--- src/design/rmta_pkg.sv ---
// Package for the two-angle rotation matrix block: payload types, angle
// constants, the Q15 multiply and the quarter-wave sine table built at elaboration.
// No dependencies.
package rmta_pkg;

    localparam int DEGREE_STEPS     = 360;
    localparam int QUADRANT_ENTRIES = 91;
    localparam int QUADRANT_W       = 7;
    localparam int ANGLE_W          = 9;
    localparam int Q15_W            = 16;

    localparam logic [ANGLE_W-1:0] QUARTER_TURN       = 9'd90;
    localparam logic [ANGLE_W-1:0] HALF_TURN          = 9'd180;
    localparam logic [ANGLE_W-1:0] THREE_QUARTER_TURN = 9'd270;
    localparam logic [ANGLE_W-1:0] FULL_TURN          = 9'd360;
    localparam logic signed [Q15_W-1:0] Q15_ONE       = 16'sd32767;

    typedef logic [ANGLE_W-1:0]        angle_t;
    typedef logic signed [Q15_W-1:0]   q15_t;

    // Sine and cosine of both angles for one transaction.
    typedef struct packed {
        q15_t sin_x;
        q15_t cos_x;
        q15_t sin_y;
        q15_t cos_y;
    } trig_t;

    // The nine entries of the product matrix, row major.
    typedef struct packed {
        q15_t m00;
        q15_t m01;
        q15_t m02;
        q15_t m10;
        q15_t m11;
        q15_t m12;
        q15_t m20;
        q15_t m21;
        q15_t m22;
    } matrix_t;

    // Sines of 0..90 degrees; the other quadrants follow by symmetry.
    typedef logic [QUADRANT_ENTRIES-1:0][Q15_W-1:0] sine_table_t;

    // Constants of the fixed-point Taylor series used to build the table.
    localparam int          FRAC_BITS = 30;
    localparam logic [63:0] PI_E15    = 64'd3141592653589793;
    localparam logic [63:0] E6        = 64'd1000000;
    localparam logic [63:0] E9        = 64'd1000000000;
    localparam logic [63:0] HALF_DEG  = 64'd180;
    localparam logic [7:0][15:0] SERIES_DIV = {
        16'd272, 16'd210, 16'd156, 16'd110, 16'd72, 16'd42, 16'd20, 16'd6
    };

    // Sine of d degrees (0..90) in unsigned Q30.
    function automatic logic [63:0] first_quadrant_sine(input int unsigned d);
        logic [63:0] q;
        logic [63:0] hi;
        logic [63:0] lo;
        logic [63:0] x;
        logic [63:0] x2;
        logic [63:0] term;
        logic [63:0] pos;
        logic [63:0] neg;
        q  = (64'(d) * PI_E15) / HALF_DEG;
        hi = q / E6;
        lo = q % E6;
        x  = ((hi << FRAC_BITS) + ((lo << FRAC_BITS) / E6)) / E9;
        x2 = (x * x) >> FRAC_BITS;
        term = x;
        pos  = x;
        neg  = '0;
        for (int n = 0; n < 8; n++) begin
            term = ((term * x2) >> FRAC_BITS) / 64'(SERIES_DIV[n]);
            if ((n % 2) == 0) begin
                neg = neg + term;
            end else begin
                pos = pos + term;
            end
        end
        return (pos > neg) ? (pos - neg) : 64'd0;
    endfunction

    // Rounded 32767 * sin(d degrees) for d in 0..359.
    function automatic logic [Q15_W-1:0] rom_value(input int unsigned d);
        int unsigned r;
        logic        negate;
        logic [63:0] s;
        logic [63:0] mag;
        negate = 1'b0;
        if (d <= 90) begin
            r = d;
        end else if (d <= 180) begin
            r = 180 - d;
        end else if (d <= 270) begin
            r = d - 180;
            negate = 1'b1;
        end else begin
            r = 360 - d;
            negate = 1'b1;
        end
        s   = first_quadrant_sine(r);
        mag = (s * 64'd32767 + (64'd1 << (FRAC_BITS - 1))) >> FRAC_BITS;
        if (mag > 64'd32767) begin
            mag = 64'd32767;
        end
        return negate ? (16'd0 - mag[Q15_W-1:0]) : mag[Q15_W-1:0];
    endfunction

    function automatic sine_table_t build_sine_table();
        sine_table_t tbl;
        for (int d = 0; d < QUADRANT_ENTRIES; d++) begin
            tbl[d] = rom_value(d);
        end
        return tbl;
    endfunction

    localparam sine_table_t SINE_TABLE = build_sine_table();

    // Q15 product: floor(a * b / 2^15), kept to 16 bits.
    function automatic q15_t q15_mul(input logic signed [Q15_W:0] a,
                                     input logic signed [Q15_W:0] b);
        logic signed [2*Q15_W+1:0] p;
        p = a * b;
        return p[Q15_W+14:15];
    endfunction

endpackage

--- src/design/rmta_lookup.sv ---
// Angle reduction and sine/cosine lookup for both angles.
// Depends on rmta_pkg (types, constants, SINE_TABLE).
module rmta_lookup (
    input  rmta_pkg::angle_t angle_x,
    input  rmta_pkg::angle_t angle_y,
    output rmta_pkg::trig_t  trig
);
    import rmta_pkg::*;

    angle_t ax;
    angle_t ay;

    // Sine of an angle of 0..359 from the quarter-wave table.
    function automatic q15_t sine_of(input angle_t a);
        angle_t idx;
        logic   negate;
        q15_t   mag;
        negate = 1'b0;
        if (a <= QUARTER_TURN)
        begin
            idx = a;
        end
        else if (a <= HALF_TURN)
        begin
            idx = HALF_TURN - a;
        end
        else if (a <= THREE_QUARTER_TURN)
        begin
            idx    = a - HALF_TURN;
            negate = 1'b1;
        end
        else
        begin
            idx    = FULL_TURN - a;
            negate = 1'b1;
        end
        mag = q15_t'(SINE_TABLE[idx[QUADRANT_W-1:0]]);
        return negate ? -mag : mag;
    endfunction

    // Cosine of an angle of 0..359, read as the sine of 90 minus the angle.
    function automatic q15_t cosine_of(input angle_t a);
        angle_t idx;
        logic   negate;
        q15_t   mag;
        negate = 1'b0;
        if (a <= QUARTER_TURN)
        begin
            idx = QUARTER_TURN - a;
        end
        else if (a <= HALF_TURN)
        begin
            idx    = a - QUARTER_TURN;
            negate = 1'b1;
        end
        else if (a <= THREE_QUARTER_TURN)
        begin
            idx    = THREE_QUARTER_TURN - a;
            negate = 1'b1;
        end
        else
        begin
            idx = a - THREE_QUARTER_TURN;
        end
        mag = q15_t'(SINE_TABLE[idx[QUADRANT_W-1:0]]);
        return negate ? -mag : mag;
    endfunction

    // Angles of 360 and above are taken modulo 360.
    always_comb
    begin
        ax  = (angle_x >= FULL_TURN) ? (angle_x - FULL_TURN) : angle_x;
        ay  = (angle_y >= FULL_TURN) ? (angle_y - FULL_TURN) : angle_y;
        trig.sin_x = sine_of(ax);
        trig.cos_x = cosine_of(ax);
        trig.sin_y = sine_of(ay);
        trig.cos_y = cosine_of(ay);
    end

endmodule

--- src/design/rmta_product.sv ---
// Product of the X and Y rotation matrices from the looked-up sines and cosines.
// Depends on rmta_pkg (trig_t, matrix_t, q15_mul).
module rmta_product (
    input  rmta_pkg::trig_t   trig,
    output rmta_pkg::matrix_t mat
);
    import rmta_pkg::*;

    logic signed [Q15_W:0] sx;
    logic signed [Q15_W:0] cx;
    logic signed [Q15_W:0] sy;
    logic signed [Q15_W:0] cy;
    logic signed [Q15_W:0] one;

    // Terms with a zero factor vanish: each entry is zero or one Q15 product.
    // Negations are applied to the operands because the floor is not odd.
    always_comb
    begin
        sx  = {trig.sin_x[Q15_W-1], trig.sin_x};
        cx  = {trig.cos_x[Q15_W-1], trig.cos_x};
        sy  = {trig.sin_y[Q15_W-1], trig.sin_y};
        cy  = {trig.cos_y[Q15_W-1], trig.cos_y};
        one = {Q15_ONE[Q15_W-1], Q15_ONE};
        mat.m00 = q15_mul(one, cy);
        mat.m01 = '0;
        mat.m02 = q15_mul(one, sy);
        mat.m10 = q15_mul(-sx, -sy);
        mat.m11 = q15_mul(cx, one);
        mat.m12 = q15_mul(-sx, cy);
        mat.m20 = q15_mul(cx, -sy);
        mat.m21 = q15_mul(sx, one);
        mat.m22 = q15_mul(cx, cy);
    end

endmodule

--- src/design/rotation_matrix_two_angles.sv ---
// Top level of the two-angle Q15 rotation matrix block.
// Depends on rmta_pkg, rmta_lookup and rmta_product.
//
// Usage:
// An input transaction carries two whole-degree angles, angle_x and angle_y.
// For each one the block emits one output transaction with the nine entries
// of M = X * Y, where X rotates about the x axis and Y about the y axis,
// each entry a signed Q15 value with 32767 standing for one. Angles of
// 360 to 511 are taken modulo 360.
// Both channels use valid/stall: a transaction moves at a rising edge where
// valid is high and stall is low.
// Output valid rises when the result register loads. The angles land in an
// input register at the accepting edge; the sine lookup and at most one Q15
// multiply per entry, run as a single combinational step, then load the result
// register at an edge where it is empty or being drained. That single step
// sets a throughput of one transaction per cycle while out_stall is low.
// When the receiver stalls, the result register holds; the input register
// still takes one more transaction, and in_stall rises only when both
// registers are full and the output is stalled.
// Reset (rst_n low, asynchronous) empties both registers; the sine table is
// a constant and needs no initialization.
module rotation_matrix_two_angles (
    input  logic             clk,
    input  logic             rst_n,
    input  logic             in_valid,
    output logic             in_stall,
    input  rmta_pkg::angle_t angle_x,
    input  rmta_pkg::angle_t angle_y,
    output logic             out_valid,
    input  logic             out_stall,
    output rmta_pkg::q15_t   m00,
    output rmta_pkg::q15_t   m01,
    output rmta_pkg::q15_t   m02,
    output rmta_pkg::q15_t   m10,
    output rmta_pkg::q15_t   m11,
    output rmta_pkg::q15_t   m12,
    output rmta_pkg::q15_t   m20,
    output rmta_pkg::q15_t   m21,
    output rmta_pkg::q15_t   m22
);
    import rmta_pkg::*;

    logic    in_valid_reg;
    logic    in_valid_next;
    angle_t  angle_x_reg;
    angle_t  angle_y_reg;
    logic    out_valid_reg;
    logic    out_valid_next;
    matrix_t mat_reg;

    logic    out_adv;
    logic    in_adv;
    trig_t   trig;
    matrix_t mat;

    // The result register loads whenever it is empty or being drained.
    // The input register loads whenever it is empty or moving on.
    assign out_adv  = !out_valid_reg || !out_stall;
    assign in_adv   = !in_valid_reg || out_adv;
    assign in_stall = !in_adv;

    always_comb
    begin
        in_valid_next  = in_adv ? in_valid : in_valid_reg;
        out_valid_next = out_adv ? in_valid_reg : out_valid_reg;
    end

    always_ff @(posedge clk or negedge rst_n)
    begin
        if (!rst_n)
        begin
            in_valid_reg  <= 1'b0;
            out_valid_reg <= 1'b0;
        end
        else
        begin
            in_valid_reg  <= in_valid_next;
            out_valid_reg <= out_valid_next;
        end
    end

    // Payload registers carry no reset; their valid flags guard them.
    always_ff @(posedge clk)
    begin
        if (in_adv && in_valid)
        begin
            angle_x_reg <= angle_x;
            angle_y_reg <= angle_y;
        end
        if (out_adv && in_valid_reg)
        begin
            mat_reg <= mat;
        end
    end

    rmta_lookup u_lookup (
        .angle_x (angle_x_reg),
        .angle_y (angle_y_reg),
        .trig    (trig)
    );

    rmta_product u_product (
        .trig (trig),
        .mat  (mat)
    );

    assign out_valid = out_valid_reg;
    assign m00 = mat_reg.m00;
    assign m01 = mat_reg.m01;
    assign m02 = mat_reg.m02;
    assign m10 = mat_reg.m10;
    assign m11 = mat_reg.m11;
    assign m12 = mat_reg.m12;
    assign m20 = mat_reg.m20;
    assign m21 = mat_reg.m21;
    assign m22 = mat_reg.m22;

endmodule

--- config.mk ---
export PLATFORM = sky130hd
export DESIGN_NAME = rotation_matrix_two_angles
export DESIGN_NICKNAME = d
export VERILOG_FILES = /design/src/design/rmta_pkg.sv /design/src/design/rmta_lookup.sv /design/src/design/rmta_product.sv /design/src/design/rotation_matrix_two_angles.sv
export SDC_FILE = /design/constraint.sdc
export NUM_CORES = 2
export LEC_CHECK = 0
export ABC_CLOCK_PERIOD_IN_PS = 18410
export BUFFER_PORTS_ARGS = -buffer_cell sky130_fd_sc_hd__buf_4
export CORE_MARGIN = 2
export CORE_UTILIZATION = 64
export CTS_CLUSTER_DIAMETER = 80
export DETAILED_ROUTE_END_ITERATION = 10
export GPL_ROUTABILITY_DRIVEN = 0
export GPL_TIMING_DRIVEN = 0
export PLACE_DENSITY = 0.78
export SETUP_SLACK_MARGIN = 0.5
export SLEW_MARGIN = 20
export SYNTH_ARGS = -nofsm -noshare
export SYNTH_HDL_FRONTEND = slang
export SYNTH_SLANG_ARGS = --single-unit
--- constraint.sdc ---
create_clock -name clk -period 18.41 [get_ports clk]
set_input_delay 2.7615 -clock clk [delete_from_list [all_inputs] [get_ports clk]]
set_output_delay 2.7615 -clock clk [all_outputs]
set_load 0.05 [all_outputs]
==> run_results.csv <==
group,metric,value,unit
status,status,"finished, violations left",
status,failed_checks,"DRC",
global_routing,grt-ovfl-total,0,
timing,maxSlewHeadroom,12.3,%
floorplan,fp-row-count,123,
floorplan,core-area,113000,um^2
clock_tree,path_clk_slew,70,ps
worst_setup_path,crit_arrival,18030,ps
floorplan,initial_core_util,64.7,%
yosys,syn-cell-area,73100,um^2
routing,num_vias,62700,
worst_setup_path,cp_slowest_cell,"xnor2_2",
worst_setup_path,crit_fanout,11,
yosys,avgSynthCellArea,8.99,um^2
routing,dr.first_iter.drc_count,9026,
worst_setup_path,cp-end-kind,"register",
yosys,synth_edf_count,146,
placed_design,dpl.hpwl,184000,um
final_layout,layout_common_cells,"1,839 x inv_1, 1,529 x fa_1, 826 x nand2_1",
timing,rsz0062_at_grt,"true",
routing,wl_per_cell,23.4,um
global_routing,antenna_found_initial,9,
routing,drt.antenna.violating_nets,0,
timing,drv_slew,0,
timing,hold_violations,0,
worst_setup_path,regToRegStartpoint,"angle_x_reg[3]",
routing,drtPass1Iterations,11,
routing,vias_per_cell,6.35,
timing,period_needed,17680,ps
worst_setup_path,max_stage_delay,760,ps
yosys,ys_seq_area_share,6.07,%
final_layout,postLayoutCoreUtil,68.9,%
worst_setup_path,worstSetupStartpointType,"register",
timing,tns,0,ps
worst_setup_path,critPathCapture,"m10[14]",
yosys,yosys_register_bits,148,
timing,setup_violations,0,
clock_tree,cts_made_buffers,17,
yosys,synth_cell_types,130,
hold_path,hold_class,"register to register",
clock_tree,hold_buffers,0,
final_layout,layout.nets,10600,
final_layout,layout_commonest_cell,"inv_1",
global_routing,grt_max_degree,28,
routing,drc_errors,93,
timing,tightest_slew,1320,ps
worst_setup_path,r2r_end,"m10[14]",
timing,fmax,0.0565,GHz
floorplan,die_area,117000,um^2
timing,hold_ws,491,ps
placed_design,pre_cts_ws,-670,ps
placed_design,port_buffers,151,
clock_tree,clock_latency,570,ps
timing,finalCritPeriodShare,96.1,%
clock_tree,cts_tree,"done",
final_layout,areaGrowthSynthToFinish,6.46,%
floorplan,fp.dieW,342,um
clock_tree,cts_buffer_depth,2,
clock_tree,h-tree-depth,4,
global_routing,grt_usage,40.5,%
floorplan,die_y,342,um
worst_setup_path,reg2reg_slack,730,ps
global_routing,grt_pass1_vias,65500,
yosys,syn_inst,8132,
timing,fin_skew,14.6,ps
clock_tree,root_buffer,"clkbuf_16",
job,maxCapViolCount,0,
yosys,ys_warn_count,0,
yosys,synth_ff_type,"edfxtp_1",
global_routing,grt_pass1_wl,360000,um
yosys,async_reset_ff_share,1.35,%
floorplan,ioPinCount,168,
timing,worst_slack,725,ps
clock_tree,cts.sinks,148,
worst_setup_path,crit_required,18760,ps
worst_setup_path,worstSetupPathType,"register to register",
final_layout,drive_gt1_share,6.32,%
routing,drt-total-wl,231000,um
worst_setup_path,r2r_cells,59,
worst_setup_path,worstSetupStartpoint,"angle_x_reg[3]",
final cells by class:
class                   instances  area, um^2
inverters                    1868        7020
repair buffers                178        1520
well taps                    1500        1880
fillers                      8682       35100
plain buffers                 385        1730
flip-flops and latches        148        4430
diodes                         15        37.5
clock buffers                  17         425
clock inverters                15         186
multi-input cells            5746       60600
Yosys cell counts (all sizes together) (83+ instances only):
library cell | instances | area [um^2]
buf | 114 | 672
xor2 | 83 | 742
o21ai | 195 | 1010
ha | 741 | 9270
nor2 | 661 | 2500
edfxtp | 146 | 4380
inv | 1853 | 6960
a21oi | 220 | 1120
clkbuf | 271 | 1020
and2 | 100 | 626
nand2 | 829 | 3120
fa | 1529 | 30600
xnor2 | 227 | 2030
nand3 | 100 | 516
nor3 | 122 | 658
worst min path at each step:
stage,startpoint,to,slack (ps),cells after the start
floorplan,in_valid_reg,out_valid,440,1
global placement,in_valid_reg,out_valid,450,1
detailed placement,in_valid_reg,out_valid,480,1
CTS,in_valid_reg,out_valid,490,1
global route,in_valid_reg,out_valid,510,1
finish,in_valid_reg,out_valid,490,1
layer usage:
layer | part of all wire [%] | GRT usage (%) | up-vias
met1 | 33 | 48.0 | 30200
met3 | 14 | 16.2 | 1641
met4 | 9.0 | 27.8 | 12
met5 | 0.20 | 0.940 | -
met2 | 43 | 60.6 | 4950
li1 | - | - | 25900
kinds of logic after synthesis:
| family | count (synthesis) | share of synthesized area [%] |
|---|---|---|
| buffers and inverters | 2253 | 11.9 |
| DFF | 148 | 6.07 |
| AOI/OAI and AO/OA | 1104 | 10.9 |
| adders and majority gates | 2273 | 54.6 |
| and+or+nand+nor | 2002 | 12.0 |
| other | 1 | 0.00513 |
| xor gates and xnor gates | 310 | 3.79 |
| muxes | 41 | 0.695 |
critical path, delay by kind of cell, from the launching register on:
kind,cells,cell delay (ps)
multiplexers,1,200
AND/OR/NAND/NOR,14,3440
buffers and inverters,15,3300
flip-flops,1,360
adder cells (fa/ha/maj),12,4850
AO/OA/AOI/OAI,14,3640
XOR/XNOR,3,1610
timing repair:
action / CTS / global route
endpoints found under the setup margin: 21 / 40
pin swaps: 0 / 2
gates resized for setup: 12 / 65
buffers inserted: 0 / 6
metrics by stage:
stage	area (um^2)	instances
floorplan	73200	8147
global placement	76200	9798
detailed placement	76800	9816
CTS	77400	9848
global route	77800	9858
finish	77800	9872
Power is not shown: default switching activity piles up to over one toggle a cycle in this logic, so the estimate is an artifact.
